File: config.mk
export PLATFORM = sky130hd
export DESIGN_NAME = weighted_key_sorted_priority_queue_flat
export DESIGN_NICKNAME = d
export VERILOG_FILES = /design/src/design/wksq_pkg.sv /design/src/design/wksq_if.sv /design/src/design/wksq_cell.sv /design/src/design/weighted_key_sorted_priority_queue.sv /design/src/flat_wrapper.sv
export SDC_FILE = /design/constraint.sdc
export NUM_CORES = 2
export LEC_CHECK = 0
export ABC_AREA = 1
export BUFFER_PORTS_ARGS = -buffer_cell sky130_fd_sc_hd__buf_2
export CAP_MARGIN = 20
export CELL_PAD_IN_SITES_DETAIL_PLACEMENT = 0
export CELL_PAD_IN_SITES_GLOBAL_PLACEMENT = 1
export CORE_ASPECT_RATIO = 0.8
export CORE_MARGIN = 2
export CORE_UTILIZATION = 40
export CTS_CLUSTER_SIZE = 8
export DETAILED_ROUTE_END_ITERATION = 10
export PLACE_DENSITY_LB_ADDON = 0.1
export RECOVER_POWER = 25
export SYNTH_ARGS = -nofsm -noshare
export SYNTH_HDL_FRONTEND = slang
export SYNTH_HIERARCHICAL = 1
export SYNTH_SLANG_ARGS = --single-unit
File: constraint.sdc
create_clock -name clk -period 15.2 [get_ports clk]
set_clock_uncertainty 0.05 [all_clocks]
set_input_delay 3.04 -clock clk [delete_from_list [all_inputs] [get_ports clk]]
set_output_delay 3.04 -clock clk [all_outputs]
set_load 0.03 [all_outputs]
File: src/design/wksq_pkg.sv
`timescale 1ns / 1ps

package wksq_pkg;

  localparam int DEF_CAPACITY    = 16;
  localparam int DEF_VALUE_WIDTH = 16;

  localparam int CMD_W     = 2;
  localparam int STATUS_W  = 2;
  localparam int GRADE_W   = 14;
  localparam int COURSES_W = 8;
  localparam int KEY_W     = 23;
  localparam int PROD_W    = GRADE_W + COURSES_W;
  localparam int COUNT_W   = 5;
  localparam int CFG_IDX_W = 1;
  localparam int CFG_DATA_W = GRADE_W;

  localparam logic [CMD_W-1:0] CMD_ENQUEUE = 2'd0;
  localparam logic [CMD_W-1:0] CMD_DEQUEUE = 2'd1;
  localparam logic [CMD_W-1:0] CMD_REPORT  = 2'd2;

  localparam logic [STATUS_W-1:0] STATUS_DONE  = 2'd0;
  localparam logic [STATUS_W-1:0] STATUS_EMPTY = 2'd1;
  localparam logic [STATUS_W-1:0] STATUS_FULL  = 2'd2;

  localparam logic [CFG_IDX_W-1:0] REG_GRADE_CEILING = 1'd0;
  localparam logic [CFG_IDX_W-1:0] REG_COURSE_TOTAL  = 1'd1;

  localparam logic [GRADE_W-1:0]   GRADE_CEILING_RST = 14'd1000;
  localparam logic [COURSES_W-1:0] COURSE_TOTAL_RST  = 8'd40;

  typedef enum logic [1:0] {
    CELL_HOLD,
    CELL_INSERT,
    CELL_REMOVE
  } cell_op_t;

  typedef struct packed {
    logic [GRADE_W-1:0]   grade;
    logic [COURSES_W-1:0] courses;
    logic [KEY_W-1:0]     key;
  } slot_meta_t;

  typedef struct packed {
    cell_op_t   op;
    slot_meta_t meta;
  } cell_ctrl_t;

endpackage

File: src/design/wksq_if.sv
`timescale 1ns / 1ps

interface wksq_req_if #(
  parameter int VALUE_WIDTH = wksq_pkg::DEF_VALUE_WIDTH
);
  logic                               valid;
  logic                               ready;
  logic [wksq_pkg::CMD_W-1:0]         cmd;
  logic [VALUE_WIDTH-1:0]             item_value;
  logic [wksq_pkg::GRADE_W-1:0]       grade;
  logic [wksq_pkg::COURSES_W-1:0]     courses;

  modport source (output valid, cmd, item_value, grade, courses, input ready);
  modport sink   (input valid, cmd, item_value, grade, courses, output ready);
endinterface

interface wksq_rsp_if #(
  parameter int VALUE_WIDTH = wksq_pkg::DEF_VALUE_WIDTH
);
  logic                               valid;
  logic                               ready;
  logic [wksq_pkg::STATUS_W-1:0]      status;
  logic [VALUE_WIDTH-1:0]             front_value;
  logic [wksq_pkg::GRADE_W-1:0]       front_grade;
  logic [wksq_pkg::COURSES_W-1:0]     front_courses;
  logic [wksq_pkg::KEY_W-1:0]         front_key;
  logic [wksq_pkg::COUNT_W-1:0]       entry_count;
  logic                               is_empty;

  modport source (output valid, status, front_value, front_grade, front_courses,
                  front_key, entry_count, is_empty, input ready);
  modport sink   (input valid, status, front_value, front_grade, front_courses,
                  front_key, entry_count, is_empty, output ready);
endinterface

File: src/design/wksq_cell.sv
`timescale 1ns / 1ps

module wksq_cell #(
  parameter int CELL_IDX    = 0,
  parameter int COUNT_BITS  = 5,
  parameter int VALUE_WIDTH = wksq_pkg::DEF_VALUE_WIDTH
) (
  input  logic                   clk,
  input  wksq_pkg::cell_ctrl_t   ctrl,
  input  logic [VALUE_WIDTH-1:0] new_value,
  input  logic [COUNT_BITS-1:0]  count,
  input  logic                   left_ge,
  input  wksq_pkg::slot_meta_t   left_meta,
  input  logic [VALUE_WIDTH-1:0] left_value,
  input  wksq_pkg::slot_meta_t   right_meta,
  input  logic [VALUE_WIDTH-1:0] right_value,
  output logic                   ge,
  output wksq_pkg::slot_meta_t   meta,
  output logic [VALUE_WIDTH-1:0] value
);

  logic occupied;

  // Empty cells count as "new key wins" so the first free slot takes an append.
  assign occupied = count > COUNT_BITS'(CELL_IDX);
  assign ge       = !occupied || (ctrl.meta.key >= meta.key);

  always_ff @(posedge clk) begin
    case (ctrl.op)
      wksq_pkg::CELL_INSERT: begin
        if (left_ge) begin
          meta  <= left_meta;
          value <= left_value;
        end else if (ge) begin
          meta  <= ctrl.meta;
          value <= new_value;
        end
      end
      wksq_pkg::CELL_REMOVE: begin
        meta  <= right_meta;
        value <= right_value;
      end
      default: begin
      end
    endcase
  end

endmodule

File: src/design/weighted_key_sorted_priority_queue.sv
`timescale 1ns / 1ps

// Channel  Dir  Payload                                               Transfer
// req      in   cmd, item_value, grade, courses                       valid & ready
// rsp      out  status, front_value/grade/courses/key, entry_count,   valid & ready
//               is_empty
// cfg      in   cfg_index, cfg_data                                   cfg_write
//
// A transfer on req is registered with its key in the key stage; all cells then compare
// the key in parallel and shift at the edge that loads the output register, and the
// result shows on rsp from that register and the cells. One item per cycle is sustained
// while rsp is taken; rsp waits hold the item at the key stage.
// rst is synchronous: count, config and handshake state clear; cell contents do not.
module weighted_key_sorted_priority_queue #(
  parameter int CAPACITY    = wksq_pkg::DEF_CAPACITY,
  parameter int VALUE_WIDTH = wksq_pkg::DEF_VALUE_WIDTH
) (
  input  logic                            clk,
  input  logic                            rst,
  wksq_req_if.sink                        req,
  wksq_rsp_if.source                      rsp,
  input  logic                            cfg_write,
  input  logic [wksq_pkg::CFG_IDX_W-1:0]  cfg_index,
  input  logic [wksq_pkg::CFG_DATA_W-1:0] cfg_data
);

  localparam int CNT_W = $clog2(CAPACITY + 1);

  logic [wksq_pkg::GRADE_W-1:0]   grade_ceiling;
  logic [wksq_pkg::COURSES_W-1:0] course_total;

  logic                          s1_valid;
  logic [wksq_pkg::CMD_W-1:0]    s1_cmd;
  logic [VALUE_WIDTH-1:0]        s1_value;
  wksq_pkg::slot_meta_t          s1_meta;
  logic                          s1_go;

  logic [wksq_pkg::PROD_W-1:0]   prod_grade;
  logic [wksq_pkg::PROD_W-1:0]   prod_courses;
  logic [wksq_pkg::KEY_W-1:0]    key_in;

  logic [CNT_W-1:0]              count;
  logic [CNT_W-1:0]              count_next;
  logic                          is_full;
  logic                          is_zero;

  logic                          out_valid;
  logic [wksq_pkg::STATUS_W-1:0] out_status;
  logic [wksq_pkg::STATUS_W-1:0] status_next;

  wksq_pkg::cell_ctrl_t          ctrl;
  logic                          ge     [CAPACITY];
  wksq_pkg::slot_meta_t          meta   [CAPACITY];
  logic [VALUE_WIDTH-1:0]        value  [CAPACITY];

  // configuration
  always_ff @(posedge clk) begin
    if (rst) begin
      grade_ceiling <= wksq_pkg::GRADE_CEILING_RST;
      course_total  <= wksq_pkg::COURSE_TOTAL_RST;
    end else if (cfg_write) begin
      case (cfg_index)
        wksq_pkg::REG_GRADE_CEILING: grade_ceiling <= cfg_data;
        wksq_pkg::REG_COURSE_TOTAL:  course_total  <= cfg_data[wksq_pkg::COURSES_W-1:0];
        default: begin
        end
      endcase
    end
  end

  // key = grade*course_total + courses*grade_ceiling
  assign prod_grade   = req.grade * course_total;
  assign prod_courses = req.courses * grade_ceiling;
  assign key_in       = {1'b0, prod_grade} + {1'b0, prod_courses};

  assign is_full = count == CNT_W'(CAPACITY);
  assign is_zero = count == '0;
  assign s1_go   = s1_valid && (!out_valid || rsp.ready);
  assign req.ready = !rst && (!s1_valid || s1_go);

  always_ff @(posedge clk) begin
    if (rst) begin
      s1_valid <= 1'b0;
    end else if (req.ready) begin
      s1_valid <= req.valid;
    end
  end

  always_ff @(posedge clk) begin
    if (req.valid && req.ready) begin
      s1_cmd          <= req.cmd;
      s1_value        <= req.item_value;
      s1_meta.grade   <= req.grade;
      s1_meta.courses <= req.courses;
      s1_meta.key     <= key_in;
    end
  end

  always_comb begin
    ctrl.meta   = s1_meta;
    ctrl.op     = wksq_pkg::CELL_HOLD;
    count_next  = count;
    status_next = wksq_pkg::STATUS_DONE;
    case (s1_cmd)
      wksq_pkg::CMD_ENQUEUE: begin
        if (is_full) begin
          status_next = wksq_pkg::STATUS_FULL;
        end else begin
          ctrl.op    = s1_go ? wksq_pkg::CELL_INSERT : wksq_pkg::CELL_HOLD;
          count_next = count + 1'b1;
        end
      end
      wksq_pkg::CMD_DEQUEUE: begin
        if (is_zero) begin
          status_next = wksq_pkg::STATUS_EMPTY;
        end else begin
          ctrl.op    = s1_go ? wksq_pkg::CELL_REMOVE : wksq_pkg::CELL_HOLD;
          count_next = count - 1'b1;
        end
      end
      default: begin
      end
    endcase
  end

  always_ff @(posedge clk) begin
    if (rst) begin
      count     <= '0;
      out_valid <= 1'b0;
    end else begin
      if (s1_go) begin
        count      <= count_next;
        out_status <= status_next;
        out_valid  <= 1'b1;
      end else if (rsp.ready) begin
        out_valid  <= 1'b0;
      end
    end
  end

  // cell row: each cell sees its left neighbor's compare and both neighbors' data
  for (genvar i = 0; i < CAPACITY; i++) begin : g_cell
    logic                   l_ge;
    wksq_pkg::slot_meta_t   l_meta;
    logic [VALUE_WIDTH-1:0] l_value;
    wksq_pkg::slot_meta_t   r_meta;
    logic [VALUE_WIDTH-1:0] r_value;

    if (i == 0) begin : g_head
      assign l_ge    = 1'b0;
      assign l_meta  = s1_meta;
      assign l_value = s1_value;
    end else begin : g_body
      assign l_ge    = ge[i-1];
      assign l_meta  = meta[i-1];
      assign l_value = value[i-1];
    end

    if (i == CAPACITY - 1) begin : g_tail
      assign r_meta  = meta[i];
      assign r_value = value[i];
    end else begin : g_mid
      assign r_meta  = meta[i+1];
      assign r_value = value[i+1];
    end

    wksq_cell #(
      .CELL_IDX    (i),
      .COUNT_BITS  (CNT_W),
      .VALUE_WIDTH (VALUE_WIDTH)
    ) u_cell (
      .clk         (clk),
      .ctrl        (ctrl),
      .new_value   (s1_value),
      .count       (count),
      .left_ge     (l_ge),
      .left_meta   (l_meta),
      .left_value  (l_value),
      .right_meta  (r_meta),
      .right_value (r_value),
      .ge          (ge[i]),
      .meta        (meta[i]),
      .value       (value[i])
    );
  end

  // cells only move when the output register loads, so the front stays put while stalled
  assign rsp.valid         = out_valid;
  assign rsp.status        = out_status;
  assign rsp.front_value   = is_zero ? '0 : value[0];
  assign rsp.front_grade   = is_zero ? '0 : meta[0].grade;
  assign rsp.front_courses = is_zero ? '0 : meta[0].courses;
  assign rsp.front_key     = is_zero ? '0 : meta[0].key;
  assign rsp.entry_count   = wksq_pkg::COUNT_W'(count);
  assign rsp.is_empty      = is_zero;

`ifndef SYNTH
  a_count_bound: assert property (@(posedge clk) disable iff (rst)
    count <= CNT_W'(CAPACITY))
    else $error("entry count above capacity");

  a_full_refused: assert property (@(posedge clk) disable iff (rst)
    (s1_go && s1_cmd == wksq_pkg::CMD_ENQUEUE && is_full)
      |=> (out_status == wksq_pkg::STATUS_FULL && is_full))
    else $error("enqueue on full queue not refused");

  a_deq_count: assert property (@(posedge clk) disable iff (rst)
    (s1_go && s1_cmd == wksq_pkg::CMD_DEQUEUE && !is_zero)
      |=> (count == $past(count) - 1'b1))
    else $error("dequeue did not drop the count");

  a_front_order: assert property (@(posedge clk) disable iff (rst)
    (count >= CNT_W'(2)) |-> (meta[0].key >= meta[1].key))
    else $error("front pair out of key order");

  a_stall_holds_cells: assert property (@(posedge clk) disable iff (rst)
    (out_valid && !rsp.ready) |=> (ctrl.op == wksq_pkg::CELL_HOLD || !out_valid
      || $stable(count)))
    else $error("cells moved while result stalled");
`endif

endmodule

File: src/flat_wrapper.sv
// flat-port wrapper written by rule: the top's interface ports become plain ports
module weighted_key_sorted_priority_queue_flat 
#(
  parameter int CAPACITY    = wksq_pkg::DEF_CAPACITY,
  parameter int VALUE_WIDTH = wksq_pkg::DEF_VALUE_WIDTH
)
  (clk, rst, cfg_write, cfg_index, cfg_data, req_valid, req_cmd, req_item_value, req_grade, req_courses, req_ready, rsp_valid, rsp_status, rsp_front_value, rsp_front_grade, rsp_front_courses, rsp_front_key, rsp_entry_count, rsp_is_empty, rsp_ready);
  wksq_req_if #(.VALUE_WIDTH(VALUE_WIDTH)) req_i ();
  wksq_rsp_if #(.VALUE_WIDTH(VALUE_WIDTH)) rsp_i ();
  input  logic clk;
  input  logic rst;
  input  logic cfg_write;
  input  logic [wksq_pkg::CFG_IDX_W-1:0] cfg_index;
  input  logic [wksq_pkg::CFG_DATA_W-1:0] cfg_data;
  input wire logic [$bits(req_i.valid)-1:0] req_valid;
  input wire logic [$bits(req_i.cmd)-1:0] req_cmd;
  input wire logic [$bits(req_i.item_value)-1:0] req_item_value;
  input wire logic [$bits(req_i.grade)-1:0] req_grade;
  input wire logic [$bits(req_i.courses)-1:0] req_courses;
  output wire logic [$bits(req_i.ready)-1:0] req_ready;
  output wire logic [$bits(rsp_i.valid)-1:0] rsp_valid;
  output wire logic [$bits(rsp_i.status)-1:0] rsp_status;
  output wire logic [$bits(rsp_i.front_value)-1:0] rsp_front_value;
  output wire logic [$bits(rsp_i.front_grade)-1:0] rsp_front_grade;
  output wire logic [$bits(rsp_i.front_courses)-1:0] rsp_front_courses;
  output wire logic [$bits(rsp_i.front_key)-1:0] rsp_front_key;
  output wire logic [$bits(rsp_i.entry_count)-1:0] rsp_entry_count;
  output wire logic [$bits(rsp_i.is_empty)-1:0] rsp_is_empty;
  input wire logic [$bits(rsp_i.ready)-1:0] rsp_ready;
  assign req_i.valid = req_valid;
  assign req_i.cmd = req_cmd;
  assign req_i.item_value = req_item_value;
  assign req_i.grade = req_grade;
  assign req_i.courses = req_courses;
  assign req_ready = req_i.ready;
  assign rsp_valid = rsp_i.valid;
  assign rsp_status = rsp_i.status;
  assign rsp_front_value = rsp_i.front_value;
  assign rsp_front_grade = rsp_i.front_grade;
  assign rsp_front_courses = rsp_i.front_courses;
  assign rsp_front_key = rsp_i.front_key;
  assign rsp_entry_count = rsp_i.entry_count;
  assign rsp_is_empty = rsp_i.is_empty;
  assign rsp_i.ready = rsp_ready;
  weighted_key_sorted_priority_queue #(.CAPACITY(CAPACITY), .VALUE_WIDTH(VALUE_WIDTH)) u_core (.clk(clk), .rst(rst), .req(req_i), .rsp(rsp_i), .cfg_write(cfg_write), .cfg_index(cfg_index), .cfg_data(cfg_data));
endmodule
==> metrics.csv <==
stage,metric,value,unit
run_status,outcome,"finished, violations left",
run_status,violations,"max-capacitance violations, max-slew violations",
flow_run,cap_violations,12,
clock_network,clk_pin_slew,50,ps
die,die_x,479.0,um
clock_network,worstSkewPairLatency,790,ps
cells_and_area,area_delta_synth_final,8.439,%
power,leakage,35.48,nW
place,gp_congestion,0.8626,
route,vias_per_cell,5.278,
place,dp_cells,11030,
global_routing,use_met2,0.3493,
place,hpwl,169700,um
die,rows,139,
cells_and_area,drive_gt1_frac,0.06288,
clock_network,clk_path_buf_depth,3,
sta,setup_violations,0,
route,ant_nets,0,
sta,worst_slew_pin_slew,3965,ps
global_routing,grt_pass1_vias,55390,
sta,rsz0062_at_grt,no,
global_routing,grt_max_degree,98,
cells_and_area,postLayoutCellArea,78300,um2
clock_network,cts_sinks,1070,
die,ioPinCount,131,
sta,drv_slew,789,
die,core_area,179500,um2
clock_network,cts_tree,done,
synth,avgSynthCellArea,8.138,um2
worst_setup_path,cp.required,15730,ps
die,fp.dieArea,184000,um2
worst_setup_path,path_class,in2reg,
route,wl,233600,um
global_routing,antenna_found_initial,1,
worst_setup_path,critical_path.max_fanout,94,
die,initial_core_util,0.4023,
clock_network,post_cts_buffers,0,
place,dp_slack,6622,ps
synth,ys.warnings.count,6,
sta,min_period,8395,ps
cells_and_area,stdcell_count,11230,
synth,syn_inst,8873,
worst_setup_path,critPathArrivalTime,8920,ps
sta,fmax,0.1191,GHz
global_routing,busiest_layer,met1,
cells_and_area,final_nets,9476,
route,vias,59240,
global_routing,grt.met1_usage,0.4033,
global_routing,grt_pass1_wl,356900,um
route,dr.pass1.iters,6,
sta,max_slew_margin,-1.643,
clock_network,cts_hold_buf,0,
sta,finalSetupTns,0,ps
worst_setup_path,worstSetupEndpointType,flip-flop,
clock_network,numCtsBuffers,153,
global_routing,gr-usage-all-layers,0.2500,
route,drt-initial-drc-count,5748,
cells_and_area,fin_util,0.4363,
power,ir_worst_vdd,169.4,uV
synth,syn_nets,9557,
die,die_h,384.0,um
synth,syn-cell-area,72210,um2
sta,setup_slack,6805,ps
place,port_buffers,130,
global_routing,overflow,0,
place,placed_cell_area,74270,um2
global_routing,met3_usage,0.03527,
route,drc,0,
clock_network,htreeDepth,4,
clock_network,cts_root_buffer,clkbuf_16,
power,cellPowerDensity,141.3,nW/um2
clock_network,cts_resized,0,
hold_path,hold_class,reg2reg,
sta,period_share,0.5523,
sta,final-hold-violation-count,0,
worst_setup_path,cp-start-kind,primary input,
route,routedWlPerCell,20.81,um
cell type report:
cell class                 count  area [um2]
clock buffer                 172        3900
inverter                    1090        4103
sequential                  1070       31840
antenna                        2       5.005
timing repair buffer         235        1410
clock inverter                17       310.3
fill                       17960      101200
tap                         2397        2999
multi-input combinational   6242       33730
stage by stage:
stage	hold slack [ps]	total power, mW
floorplan	429.2	6.695
global placement	441.1	7.923
detailed placement	453.2	7.953
CTS	460.2	11.18
global route	479.0	11.88
finish	469.0	11.06
layout by cell type (no fill, tap or decap), drive strengths merged, types with 5 or more instances in the layout:
cell type / n
clkinv: 18
a21o: 20
nor3: 7
dfxtp: 29
a31oi: 976
a21oi: 119
nand4: 39
o21bai: 6
nand3b: 7
xor2: 10
inv: 1089
edfxtp: 1041
ha: 442
and2: 5
o21ai: 26
nand3: 82
nor2: 1256
clkbuf: 211
buf: 196
fa: 182
nand2: 3057
state kept, by name (all words and copies together) (netlist names):
signal,count
u_core/course_total,8
u_core/g_cell.u_cell/value,256
u_core/ctrl,45
u_core/s1_cmd,2
u_core/g_cell.l_value,16
u_core/s1_valid,1
u_core/grade_ceiling,14
u_core/rsp.status,2
u_core/rsp.entry_count,5
u_core/rsp.valid,1
u_core/g_cell.u_cell/meta,720
report_power, final:
| part | leakage [nW] | internal [mW] | switching (mW) | total, mW |
|---|---|---|---|---|
| Sequential | 9.73 | 3.49 | 0.206 | 3.69 |
| Combinational | 23.7 | 1.44 | 2.76 | 4.20 |
| Clock | 2.04 | 1.81 | 1.36 | 3.17 |
| Total | 35.5 | 6.74 | 4.33 | 11.1 |
worst max-delay path, cell delays in order:
cell      delay [ps]
buf_2            100
inv_1             60
nand2_1           70
nand2_1          220
nor3_2            70
clkbuf_1         800
nand2_1         1100
clkbuf_1        2780
nor2_1           250
a31oi_1          300
worst paths after layout:
check | slack, ps | cells after the start | start | end
worst max register to register | 8000 | 10 | u_core/rsp.entry_count[2] | u_core/g_cell[11].u_cell/value[10]
worst max-delay path | 6800 | 10 | rsp_ready | u_core/g_cell[11].u_cell/value[10]
worst min-delay path | 470 | 2 | u_core/rsp.valid | u_core/rsp.valid
worst min register to register | 470 | 2 | u_core/rsp.valid | u_core/rsp.valid
metal layers:
layer / part of all wire / wire, um
met5: 0 / 0
met4: 0.018 / 4221
met3: 0.062 / 14500
met2: 0.40 / 93480
met1: 0.52 / 121400
Note: power is estimated with default switching activity, not from simulation.
